==> src/design/csm_ram.sv <==
// Generic single-write, single-read synchronous RAM, registered read data.
// No dependencies.
module csm_ram #(
    parameter int DW    = 32,
    parameter int DEPTH = 64,
    parameter int AW    = (DEPTH > 1) ? $clog2(DEPTH) : 1
) (
    input  logic          i_clk,
    input  logic          i_we,
    input  logic [AW-1:0] i_waddr,
    input  logic [DW-1:0] i_wdata,
    input  logic [AW-1:0] i_raddr,
    output logic [DW-1:0] o_rdata
);

    logic [DW-1:0] r_mem [DEPTH];
    logic [DW-1:0] r_rdata;

    // write port
    always_ff @(posedge i_clk) begin
        if (i_we) begin
            r_mem[i_waddr] <= i_wdata;
        end
    end

    // read port, registered read data
    always_ff @(posedge i_clk) begin
        r_rdata <= r_mem[i_raddr];
    end

    assign o_rdata = r_rdata;

endmodule

==> config.mk <==
export PLATFORM = sky130hd
export DESIGN_NAME = csm_ram
export DESIGN_NICKNAME = d
export VERILOG_FILES = /design/src/design/csm_ram.sv
export SDC_FILE = /design/constraint.sdc
export NUM_CORES = 2
export LEC_CHECK = 0
export BUFFER_PORTS_ARGS = -buffer_cell sky130_fd_sc_hd__clkbuf_2
export CORE_ASPECT_RATIO = 2
export CORE_MARGIN = 3
export CORE_UTILIZATION = 30
export DETAILED_ROUTE_END_ITERATION = 16
export GPL_TIMING_DRIVEN = 0
export HOLD_SLACK_MARGIN = 0.12
export PLACE_DENSITY = 0.44
export SLEW_MARGIN = 20
export SYNTH_ARGS = -nofsm -noshare
export SYNTH_HDL_FRONTEND = slang
export SYNTH_SLANG_ARGS = --single-unit
==> constraint.sdc <==
create_clock -name i_clk -period 9.2 [get_ports i_clk]
set_input_delay 1.84 -clock i_clk [delete_from_list [all_inputs] [get_ports i_clk]]
set_output_delay 1.84 -clock i_clk [all_outputs]
set_load 0.005 [all_outputs]
# Word level (Yosys, flattened, before mapping)
# Memories as Yosys holds them, arrays and structs flattened. A register that Yosys moved wholly into a read port is not among the register bits.
# Cells that the tools add are included.
[totals]
wordCells = 3
in_bits = 46
regBits = 0
output_inout_bits = 32
n_memories = 1
ram_bits = 2048
[memory_table]
columns = ["name", "words", "word_bits", "rd", "rd_ports_with_merged_regs", "write_ports", "line", "source"]
rows = [
  ["r_mem", 64, 32, 1, 1, 1, "16", "logic [DW-1:0] r_mem [DEPTH];"],
]
[classes]
n_mux = 2
[ops]
columns = ["cell", "n"]
rows = [
  ["$mux W1", 2],
]

# Depth between registers and ports, before layout
[logic_depth]
depth_word = 2
ltp_mapped = 10
depth_no_buf = 5

# Worst setup path after synthesis
# OpenSTA, ideal clock, no wires.
[synth_timing]
kind = "input port to flip-flop"
from = "in i_waddr[3]"
to = "mem r_mem[48][0] (enable)"
n_path_buf = 1
t_arrival_ns = 4.539
setup_slack_ns = 4.200
required_time_ns = 8.739
stages = 4
setup_ns = 0.461
path_cell_list = "clkbuf_1 nor2b_1 nand4b_1 nor3_1"
[synth_lines]
columns = ["item", "line", "source"]
rows = [
  ["start: declaration", "10", "input logic [AW-1:0] i_waddr,"],
  ["end: declaration", "16", ""],
]
# Straight into the memory's write port.

==> out/results.txt <==
overall power -> 19.5 mW
cell area after synthesis -> 0.0785 mm^2
Net Sw Frac -> 0.227
Final Cell Area -> 0.0936 mm^2
worst-path cell with the longest stage delay -> nor2_1
Yosys cell types -> 34
core region area -> 0.260 mm^2
largest net degree at the start of global routing -> 65
PortBufs -> 69
power per cell area -> 208 mW/mm^2
Area after DPL -> 0.0878 mm^2
syn nets -> 3,370
final slew viol count -> 0
DRC -> 0
final hold vios -> 0
Layout Skew -> 0.0401 ns
DRT Pass-1 Iters -> 10
Layout area overhead -> 19.2%
Ports -> 78
cts repair resizes -> 0
WP data arrival -> 6.35 ns
clock power share -> 0.395
#FFs+latches synth -> 2,080
Synth Instances -> 3,324
Critical Path RT -> 9.95 ns
vias in the first global route -> 40,200
Clock transition at path regs -> 0.07 ns
delay-heaviest family, CP -> simple AND/OR/NAND/NOR gates
worst skew pair latency -> 0.84 ns
Via Count -> 38,500
initial cell density of the core -> 0.302
final net count -> 3,802
TritonCTS clock tree -> done
worst r2r src -> r_mem[26][16]
H-tree Lvls -> 4
routed wire length -> 291,000 um
Sink Count -> 2,080
Tcrit/Tclk final -> 0.609
Finish-stage setup viols -> 0
Worst setup EP type -> register
cts hold-fix bufs -> 0
die span in x -> 368 um
fraction of layout cells with a size suffix above 1 -> 0.316
crit path kind -> primary input to register
Fill cells -> 23,800
DIE AREA -> 0.268 mm^2
Pleak -> 28.8 nW
Max-cap violations -> 0
status -> complete, no violations
register area share after synthesis -> 0.791
cell internal pwr -> 15.0 mW
GRT Residual Overflow -> 0
Hold Crit Class -> register to register
DP Wirelength -> 210,000 um
worst vdd ir -> 0.161 mV
Num CTS Buffers -> 186
Sum Neg Setup Slack -> 0 ns
CTS root buf -> clkbuf_16
Reg power frac -> 0.540
Antenna Nets Post-Route -> 0
warnings from Yosys -> 0
CTS max path bufs -> 4
critical-path cell list -> buf_2, buf_2, buf_2, nand2_1, clkbuf_1, o22ai_1, nor2_1, a21oi_1, nor2_1
hold path start -> r_mem[22][24]
Max stage delay on crit path -> 0.89 ns
row cnt -> 265
Fmax -> 0.179 GHz
combinational share of power -> 0.065
crit path launch type -> primary input
first-pass GRT wire length -> 381,000 um
post-CTS setup buffers -> 0
Crit. Startpoint -> i_raddr[1]
slew of the pin with the lowest slew margin -> 1.18 ns
most used cell along the critical path -> buf_2
syn avg cell area -> 23.6 um^2
initial antenna violation count -> 26
vias per inst -> 5.22
unrepaired setup endpoints after global routing -> no
global placement routability congestion -> 0.879
chip height -> 729 um
switching power -> 4.43 mW
Final min period -> 5.60 ns
CP bufs+invs -> 4
wire length per cell -> 39.4 um
Worst slew margin -> 0.214
GRT Overall Usage -> 0.214
worst-path fanout max -> 10
Initial DRC Count -> 4,129
-- synthesized netlist by cell type, drive strengths merged --
cell type | instances | area share
buf | 108 | 0.0077
o221ai | 27 | 0.0030
nor2b | 15 | 0.0012
mux4 | 544 | 0.16
or3b | 5 | 0.00056
a311oi | 8 | 0.00089
nand3 | 5 | 0.00032
o32ai | 4 | 0.00045
nor2 | 137 | 0.0065
clkbuf | 74 | 0.0035
and2 | 2 | 0.00016
o22ai | 84 | 0.0067
a41o | 4 | 0.00051
a21oi | 62 | 0.0040
nand3b | 5 | 0.00048
a31oi | 1 | 0.000080
and3 | 4 | 0.00032
dfxtp | 32 | 0.0082
or2 | 3 | 0.00024
nor3 | 7 | 0.00045
nand4 | 2 | 0.00016
nand2b | 8 | 0.00064
or3 | 3 | 0.00024
edfxtp | 2048 | 0.78
nand4b | 1 | 0.00011
a22oi | 12 | 0.0011
nand2 | 26 | 0.0012
mux2i | 93 | 0.012
-- worst reg2reg max path, stage by stage, from the launching register on --
cell and delay (ns):
edfxtp_1 0.36, mux4_2 0.48, mux4_2 0.65, o22ai_1 0.72, nor2_1 0.23
-- per-stage QoR --
step                worst slack, ns  cells  utilization  hold slack, ns
finish                         3.60   7382        0.359            1.05
floorplan                      4.20   3324            -           0.663
detailed placement             2.85   7039        0.337            1.00
CTS                            3.76   7370        0.359            1.03
global route                   3.84   7371        0.359            1.06
global placement             0.0316   6864        0.320            1.00
-- layout make-up --
type / count / area [um^2] / share of cell area
antenna: 12 / 30.0 / 0.000321
buffer: 182 / 935 / 0.00999
clock buffer: 226 / 4900 / 0.0524
clock inverter: 105 / 850 / 0.00908
multi-input combinational: 1062 / 16000 / 0.171
sequential: 2080 / 62100 / 0.664
tap: 3471 / 4340 / 0.0464
timing repair buffer: 244 / 4400 / 0.0470
-- per-layer routing --
layer | up-vias | track usage | part of all wire
met1 | 21300 | 0.215 | 0.32
li1 | 15200 | - | -
met5 | - | 0 | 0.00031
met2 | 1471 | 0.408 | 0.55
met4 | 14 | 0.146 | 0.083
met3 | 556 | 0.0279 | 0.045
-- power by group through the flow --
stage / registers, mW / logic [mW] / clock network (mW)
CTS: 10.5 / 1.29 / 7.85
finish: 10.5 / 1.27 / 7.69
detailed placement: 10.7 / 1.29 / 0
floorplan: 10.7 / 0.510 / 0
global placement: 10.7 / 1.20 / 0
global route: 10.5 / 1.30 / 8.16
-- cell usage in the layout, fill, tap and decap left out, types with 26 or more instances in the layout --
cell type / synthesis / final
a21oi_1: 62 / 62
buf_2: 57 / 65
o221ai_1: 27 / 27
edfxtp_1: 2048 / 2048
buf_16: 0 / 85
buf_12: 0 / 75
clkbuf_16: 0 / 189
clkbuf_1: 74 / 74
nor2_1: 137 / 75
clkinv_2: 0 / 30
buf_4: 25 / 36
dfxtp_1: 32 / 32
clkbuf_2: 0 / 71
clkinv_1: 0 / 50
o22ai_1: 84 / 84
nand2_1: 26 / 26
nor2_4: 0 / 62
mux2i_1: 93 / 93
clkbuf_4: 0 / 31
mux4_2: 544 / 544
-- state kept, by name, indices dropped and copies added, names as in the netlist --
signal   flops
r_mem     2048
o_rdata     32
-- final timing paths --
| path | endpoint | slack (ns) | cells after the start |
|---|---|---|---|
| hold reg to reg | o_rdata[24] | 1.05 | 4 |
| hold / removal | o_rdata[24] | 1.05 | 4 |
| setup / recovery | o_rdata[25] | 3.60 | 9 |
| setup reg to reg | o_rdata[16] | 6.61 | 4 |
-- cells by family after synthesis --
kind of cell	Yosys count	share of synthesized area
AO/OA/AOI/OAI	202	0.0167
buffers and inverters	182	0.0113
multiplexers	637	0.168
flip-flops	2080	0.791
AND/OR/NAND/NOR	223	0.0127
No activity file was read; power rests on OpenSTA's default activity.
