`src/design/csm_pkg.sv`:
```
// Shared types and constants for the sparse matrix store core.
// No dependencies.
package csm_pkg;

    localparam int CFG_W            = 7;
    localparam int FRAC_BITS        = 16;
    localparam int DIGIT_W          = 16;
    localparam int DEF_MAX_ROWS     = 64;
    localparam int DEF_MAX_COLS     = 64;
    localparam int DEF_MAX_NONZEROS = 256;
    localparam int DEF_VALUE_BITS   = 32;

    // configuration register indexes
    localparam logic CFG_ROWS = 1'b0;
    localparam logic CFG_COLS = 1'b1;

    typedef enum logic [1:0] {
        CMD_GET   = 2'd0,
        CMD_SET   = 2'd1,
        CMD_LOADX = 2'd2,
        CMD_MULT  = 2'd3
    } t_cmd;

    typedef enum logic [1:0] {
        STAT_OK    = 2'd0,
        STAT_RANGE = 2'd1,
        STAT_FULL  = 2'd2
    } t_status;

    typedef enum logic [4:0] {
        S_IDLE,
        S_PTR_A,
        S_PTR_B,
        S_PTR_C,
        S_SCAN,
        S_SCAN_CHK,
        S_DECIDE,
        S_SHD_RD,
        S_SHD_WR,
        S_SHU_RD,
        S_SHU_WR,
        S_BUMP_RD,
        S_BUMP_WR,
        S_MAC_RD,
        S_MAC_X,
        S_MAC_GO,
        S_MAC_WAIT,
        S_SAT,
        S_RESP
    } t_state;

    typedef enum logic [2:0] {
        M_IDLE,
        M_DIGIT,
        M_NEG,
        M_ROUND,
        M_DONE
    } t_mul_state;

endpackage

```
`src/design/csm_mul.sv`:
```
// Multicycle signed fixed-point multiplier: 16-bit digits of |b| per cycle,
// then sign, then round-to-nearest shift by the fraction bits. Uses csm_pkg.
module csm_mul #(
    parameter int VALUE_BITS = csm_pkg::DEF_VALUE_BITS
) (
    input  logic                         i_clk,
    input  logic                         i_rst_n,
    input  logic                         i_start,
    input  logic signed [VALUE_BITS-1:0] i_a,
    input  logic signed [VALUE_BITS-1:0] i_b,
    output logic                         o_done,
    output logic signed [2*VALUE_BITS-1:0] o_prod
);
    import csm_pkg::*;

    localparam int ND  = (VALUE_BITS + DIGIT_W - 1) / DIGIT_W;
    localparam int BW  = ND * DIGIT_W;
    localparam int PW  = BW + VALUE_BITS;
    localparam int KW  = (ND > 1) ? $clog2(ND) : 1;
    localparam int QW  = 2 * VALUE_BITS;

    t_mul_state r_state, n_state;
    logic [VALUE_BITS-1:0] r_ma, n_ma;
    logic [BW-1:0]         r_mb, n_mb;
    logic                  r_neg, n_neg;
    logic [PW-1:0]         r_p, n_p;
    logic [KW-1:0]         r_k, n_k;
    logic signed [QW-1:0]  r_q, n_q;
    logic [VALUE_BITS+DIGIT_W-1:0] part;
    logic signed [PW-1:0]  rnd;

    // state register
    always_ff @(posedge i_clk) begin
        if (!i_rst_n) begin
            r_state <= M_IDLE;
        end else begin
            r_state <= n_state;
        end
    end

    // datapath registers
    always_ff @(posedge i_clk) begin
        r_ma  <= n_ma;
        r_mb  <= n_mb;
        r_neg <= n_neg;
        r_p   <= n_p;
        r_k   <= n_k;
        r_q   <= n_q;
    end

    // next state and datapath
    always_comb begin
        n_state = r_state;
        n_ma    = r_ma;
        n_mb    = r_mb;
        n_neg   = r_neg;
        n_p     = r_p;
        n_k     = r_k;
        n_q     = r_q;
        part    = r_ma * r_mb[BW-1 -: DIGIT_W];
        rnd     = $signed(r_p) + $signed(PW'(1) << (FRAC_BITS - 1));
        unique case (r_state)
            M_IDLE: begin
                if (i_start) begin
                    n_ma    = i_a[VALUE_BITS-1] ? VALUE_BITS'(-i_a) : VALUE_BITS'(i_a);
                    n_mb    = BW'(i_b[VALUE_BITS-1] ? VALUE_BITS'(-i_b) : VALUE_BITS'(i_b));
                    n_neg   = i_a[VALUE_BITS-1] ^ i_b[VALUE_BITS-1];
                    n_p     = '0;
                    n_k     = '0;
                    n_state = M_DIGIT;
                end
            end
            // most significant digit first: p = p * 2^16 + |a| * digit
            M_DIGIT: begin
                n_p  = (r_p << DIGIT_W) + PW'(part);
                n_mb = r_mb << DIGIT_W;
                n_k  = r_k + KW'(1);
                if (32'(r_k) == ND - 1) begin
                    n_state = M_NEG;
                end
            end
            M_NEG: begin
                n_p     = r_neg ? -r_p : r_p;
                n_state = M_ROUND;
            end
            M_ROUND: begin
                n_q     = QW'(rnd >>> FRAC_BITS);
                n_state = M_DONE;
            end
            M_DONE: begin
                n_state = M_IDLE;
            end
            default: n_state = M_IDLE;
        endcase
    end

    assign o_done = (r_state == M_DONE);
    assign o_prod = r_q;

endmodule

```
`config.mk`:
```
export PLATFORM = sky130hd
export DESIGN_NAME = csm_mul
export DESIGN_NICKNAME = d
export VERILOG_FILES = /design/src/design/csm_pkg.sv /design/src/design/csm_mul.sv
export SDC_FILE = /design/constraint.sdc
export NUM_CORES = 2
export LEC_CHECK = 0
export ABC_AREA = 1
export BUFFER_PORTS_ARGS = -buffer_cell sky130_fd_sc_hd__buf_2
export CORE_MARGIN = 2
export CORE_UTILIZATION = 29
export DETAILED_ROUTE_END_ITERATION = 8
export PLACE_DENSITY = 0.51
export SLEW_MARGIN = 15
export SYNTH_ARGS = -nofsm -noshare
export SYNTH_HDL_FRONTEND = slang
export SYNTH_SLANG_ARGS = --single-unit
```
`constraint.sdc`:
```
create_clock -name i_clk -period 7.3 [get_ports i_clk]
set_input_delay 1.46 -clock i_clk [delete_from_list [all_inputs] [get_ports i_clk]]
set_output_delay 1.46 -clock i_clk [all_outputs]
set_load 0.005 [all_outputs]
```
# [Yosys cells after proc, flatten, opt, wreduce, memory -nomap -nowiden]
# Index checks and enable logic that the tools add are counted.
[classes] add_sub_neg=6 bitwise=1 reduce_logical=7 mul=1 eq_ne=7 mux=12
[ops] operator="case mux 64 bit (3 select lines)" n=1
[ops] operator="2-to-1 mux 64 bit" n=2
[ops] operator="adder 64 x 17 -> 64 bit, second input constant" n=1
[ops] operator="adder 64 x 48 -> 64 bit" n=1
[ops] operator="2-to-1 mux 32 bit" n=2
[ops] operator="negator 32 bit" n=2
[ops] operator="negator 64 bit" n=1
[ops] operator="case mux 32 bit (2 select lines)" n=1
[ops] operator="multiplier 32 x 16 -> 48 bit" n=1
[ops] operator="2-to-1 mux 31 bit" n=1
[ops] operator="case mux 3 bit (4 select lines)" n=1
[ops] operator="equality test 3 x 2 -> 1 bit, second input constant" n=2
[ops] operator="2-to-1 mux 3 bit" n=2
[ops] operator="!= test 2 bit, second input constant" n=3
[ops] operator="AND reduction 2 bit" n=3
[ops] operator="equality test 3 x 1 -> 1 bit, second input constant" n=1
[ops] operator="equality test 3 bit, second input constant" n=1
[ops] operator="zero test 3 bit" n=1
[ops] operator="AND reduction 3 bit" n=1
[ops] operator="nonzero test 3 bit" n=1
[ops] operator="case mux 1 bit (2 select lines)" n=1
[ops] operator="nonzero test 2 bit" n=1
[ops] operator="adder 1 bit, second input constant" n=1
[ops] operator="2-to-1 mux 1 bit" n=1
[ops] operator="bitwise XOR 1 bit" n=1
[totals] reg_bits=181 out_inout_bits=65

# [Logic depth before layout (Yosys ltp)]
[depth] depth_word=4 mapped_depth=32 ltp_nobuf=30

# [Worst setup path after synthesis]
# No wires, ideal clock.
[synth_timing] path_kind="register to register" startpoint="reg r_ma[27]" endpoint="reg r_p[62], data pin" arrival_ps=5516 synth_period_minus_slack_ps=5770 slack_ps=1530 n_path_buf=2 stages_incl_launch_ff=27 setup_ps=254 cell_sequence="edfxtp_1 clkbuf_1 clkbuf_1 nand2_1 fa_1 inv_1 fa_1 inv_1 fa_1 inv_1 fa_1 fa_1 inv_1 fa_1 inv_1 ha_1 nand2_1 nor2_1 inv_1 nor3_1 nand2_1 nor3_1 nand2_1 nand2_1 nand2_1 nand3_1 nand2_1"
[synth_between] elab_chain_len=3
[synth_lines] item="from (decl)" line="csm_mul.sv:23" rtl="logic [VALUE_BITS-1:0] r_ma, n_ma;"
[synth_lines] item="from (signal assigned)" line="csm_mul.sv:43" rtl="r_ma <= n_ma;"
[synth_lines] item="multiplier 32 x 16 -> 48 bit" line="csm_mul.sv:60" rtl="part = r_ma * r_mb[BW-1 -: DIGIT_W];"
[synth_lines] item="adder 64 x 48 -> 64 bit" line="csm_mul.sv:75" rtl="n_p = (r_p << DIGIT_W) + PW'(part);"
[synth_lines] item="case mux 64 bit (3 select lines)" line="csm_mul.sv:62" rtl="unique case (r_state)"
[synth_lines] item="named net n_p[62]" line="csm_mul.sv:26" rtl="logic [PW-1:0] r_p, n_p;"
[synth_lines] item="to (signal assigned)" line="csm_mul.sv:46" rtl="r_p <= n_p;"
[synth_lines] item="to (decl)" line="csm_mul.sv:26"
# The timed path passes the listed nets, and every way through them passes these cells.
# A chain may end at the register's enable or synchronous reset.

# [Worst setup path after layout]
[layout_timing] startpoint="reg r_mb[21]" endpoint="reg r_p[62], data pin"
[layout_between] elab_chain_len=3
[layout_lines] item="from (decl)" line="csm_mul.sv:24" rtl="logic [BW-1:0] r_mb, n_mb;"
[layout_lines] item="from (signal assigned)" line="csm_mul.sv:44" rtl="r_mb <= n_mb;"
[layout_lines] item="multiplier 32 x 16 -> 48 bit" line="csm_mul.sv:60"
[layout_lines] item="adder 64 x 48 -> 64 bit" line="csm_mul.sv:75"
[layout_lines] item="case mux 64 bit (3 select lines)" line="csm_mul.sv:62"
[layout_lines] item="named net n_p[62]" line="csm_mul.sv:26"
# The timed path passes the listed nets, and every way through them passes these cells.

==> results.toml <==
[sta]
min_period_ns = 6.85
fin_crit_sh = 0.938
slew_viol_final = 0
tightest_slew_ns = 1.12
setup_viol = 0
setup_tns_ns = 0
fmax_ghz = 0.146
hold_viol = 0
relSlewSlack = 0.254
fin_ws_ns = 0.451
clock_skew_ns = 0.0300
rsz0062_at_grt = "false"

[floorplan]
fp.coreArea_um2 = 108000
start_util = 0.293
fp.dieArea_um2 = 111000
io_pins = 132
die_y_um = 334
die_w_um = 334
num_rows = 120

[setup_path]
crit_chain = "nand2_1 -> fa_1 -> inv_1 -> fa_1 -> fa_1 -> fa_1 -> fa_1 -> inv_1 -> fa_1 -> inv_1 -> ha_1 -> nand2_1 -> nor2_1 -> inv_1 -> nor3_1 -> nand2_1 -> nor3_1 -> nand2_1 -> nand2_1 -> nand2_1 -> nand3_1 -> nand2_1"
worstPathMaxFanout = 24
worst_path_max_delay_cell = "edfxtp_1"
rrSetupSlack_ns = 0.45
startpoint_type = "flop"
cp.required_ns = 7.56
critPathKind = "reg2reg"
startpoint = "r_mb[21]$_DFFE_PP_"
r2r_start = "r_mb[21]$_DFFE_PP_"
r2r_cells = 22
critPathMostFrequentCell = "nand2_1"
slowest_delay_ns = 1.04
cp_data_arrival_time_ns = 7.11
r2r-end = "r_p[62]$_DFFE_PP_"
cp-end-kind = "flop"

[global_route]
grt_max_degree = 67
grt_usage = 0.204
grt_pass1_vias = 28500
overflow = 0
antenna_found_initial = 1
grt_first_pass_wirelength_mm = 173

[cts]
cts_tree = "yes"
post_cts.repair.setup_buffers = 0
cts_resized = 0
cts.path.max_buffers = 2
cts_root_buf = "clkbuf_16"
cts_sinks = 181
postCtsHoldBufs = 0
clock_latency_ns = 0.52
cts_made_buffers = 17
cts_max_level = 4
clkTransAtPathRegs_ns = 0.08

[min_path]
hold_depth = 2
hold_end = "r_mb[30]$_DFFE_PP_"
worstHoldPathType = "reg2reg"
min-delay-start = "r_mb[14]$_SDFFCE_PP0P_"

[yosys]
synth_area_um2 = 31500
synth_ff_type = "edfxtp_1"
synthDistinctLibCells = 51
synth_warnings = 0
synthesis.nets = 5077
avgSynthCellArea_um2 = 7.14
ys_ff_latch = 181
synth.area.top_cells = "fa_1 (29%), edfxtp_1 (17%), nand2_1 (16%)"
yosys.area.top_type = "fa_1"
ys_async_sr_fraction = 0
ys_seq_area_frac = 0.171
synth-edff-count = 178
synth_top_area_share = 0.286
synthCells = 4419

[layout]
nets = 5113
n_antenna_cell = 0
drive_gt1_frac = 0.0607
most-common-layout-cells = "nand2_1 (1319), inv_1 (1176), fa_1 (450)"
register_area_um2 = 5410
multi_input_area_um2 = 21100
fillers = 11800
final_common_cell = "nand2_1"
syn2layout_area_growth_pct = 9.01

[placement]
dp_hpwl_mm = 91.5
pre_cts_ws_ns = 0.449
place_congestion = 0.998
portBuffers = 131

[drt]
drt-total-wl_mm = 111
vias_per_cell = 4.68
drtIter0Drc = 2174
drcViolationCount = 0
drtAntennaViolNets = 0
dr_total_vias = 27500
dr.pass1.iters = 6
post_drt_wl_per_cell_um = 18.9

[run_status]
outcome = "finished, final reports clean"

[run]
maxCapViolations = 0
-- synth_stat cells (5+ instances only) --
cell      number
nand2_1     1319
inv_1       1178
fa_1         450
nor2_1       293
nand3_1      208
edfxtp_1     178
ha_1         141
clkbuf_1     135
o21ai_0       84
xor2_1        84
a21oi_1       73
nor3_1        56
nand4_1       46
or2_2         25
nor4_1        22
buf_4         16
xnor2_1       14
nand3b_1       7
a31oi_1        5
buf_1          5
inv_2          5
nor2_4         5
nor3b_1        5
o31ai_1        5
-- logic make-up (layout without fill, tap and decap cells) --
| kind of cell | count (synthesis) | in the layout | share of synthesized area |
|---|---|---|---|
| AO/OA/AOI/OAI | 193 | 193 | 0.0331 |
| XOR/XNOR | 98 | 98 | 0.0272 |
| adder cells (fa/ha/maj) | 591 | 591 | 0.341 |
| buffers and inverters | 1348 | 1397 | 0.163 |
| flip-flops | 181 | 181 | 0.171 |
| AND/OR/NAND/NOR | 2008 | 2008 | 0.264 |
-- final cells by class --
cell class                 instances  share of cell area
tap                             1403              0.0510
clock buffer                      17              0.0124
clock inverter                    15             0.00524
sequential                       181               0.157
inverter                        1185               0.129
multi-input combinational       2890               0.612
timing repair buffer             180              0.0327
-- worst max path at each step --
stage | end | slack, ns
after detailed placement | r_p[62]$_DFFE_PP_ | 0.45
after global placement | r_p[62]$_DFFE_PP_ | 0.50
final | r_p[62]$_DFFE_PP_ | 0.45
after CTS | r_p[62]$_DFFE_PP_ | 0.43
after floorplan | r_p[62]$_DFFE_PP_ | 1.53
after global routing | r_p[62]$_DFFE_PP_ | 0.08
-- per-stage QoR --
step / std cells / hold WS, ns / cell area [um^2] / utilization
floorplan: 4419 / 0.468 / 31500 / -
global placement: 5839 / 0.503 / 33800 / 0.314
detailed placement: 5839 / 0.505 / 33800 / 0.314
CTS: 5871 / 0.528 / 34400 / 0.320
global route: 5871 / 0.551 / 34400 / 0.320
finish: 5871 / 0.529 / 34400 / 0.320
-- sequential cells by signal (all words and copies together) (netlist names) --
name / flops
r_p: 64
r_mb: 32
r_state: 3
r_k: 1
r_neg: 1
o_prod: 48
r_ma: 32
-- worst max-delay path: cells and delay by family (launching register included) --
family	cells	cell delay, ns
and+or+nand+nor	11	1.76
buffers and inverters	4	0.26
DFF	1	1.04
adders and majority gates	7	3.53
-- layer usage --
layer  share of wire  wire [um]  up-vias  GRT usage
met2            0.47      52000      910      0.342
met5         0.00012         13        -          0
met1            0.43      48200    13400      0.271
met3           0.063       7020      169     0.0256
met4           0.032       3520        2     0.0675
li1                -          -    13000          -
Power is not shown: default switching activity piles up to over one toggle a cycle in this logic, so the estimate is an artifact.
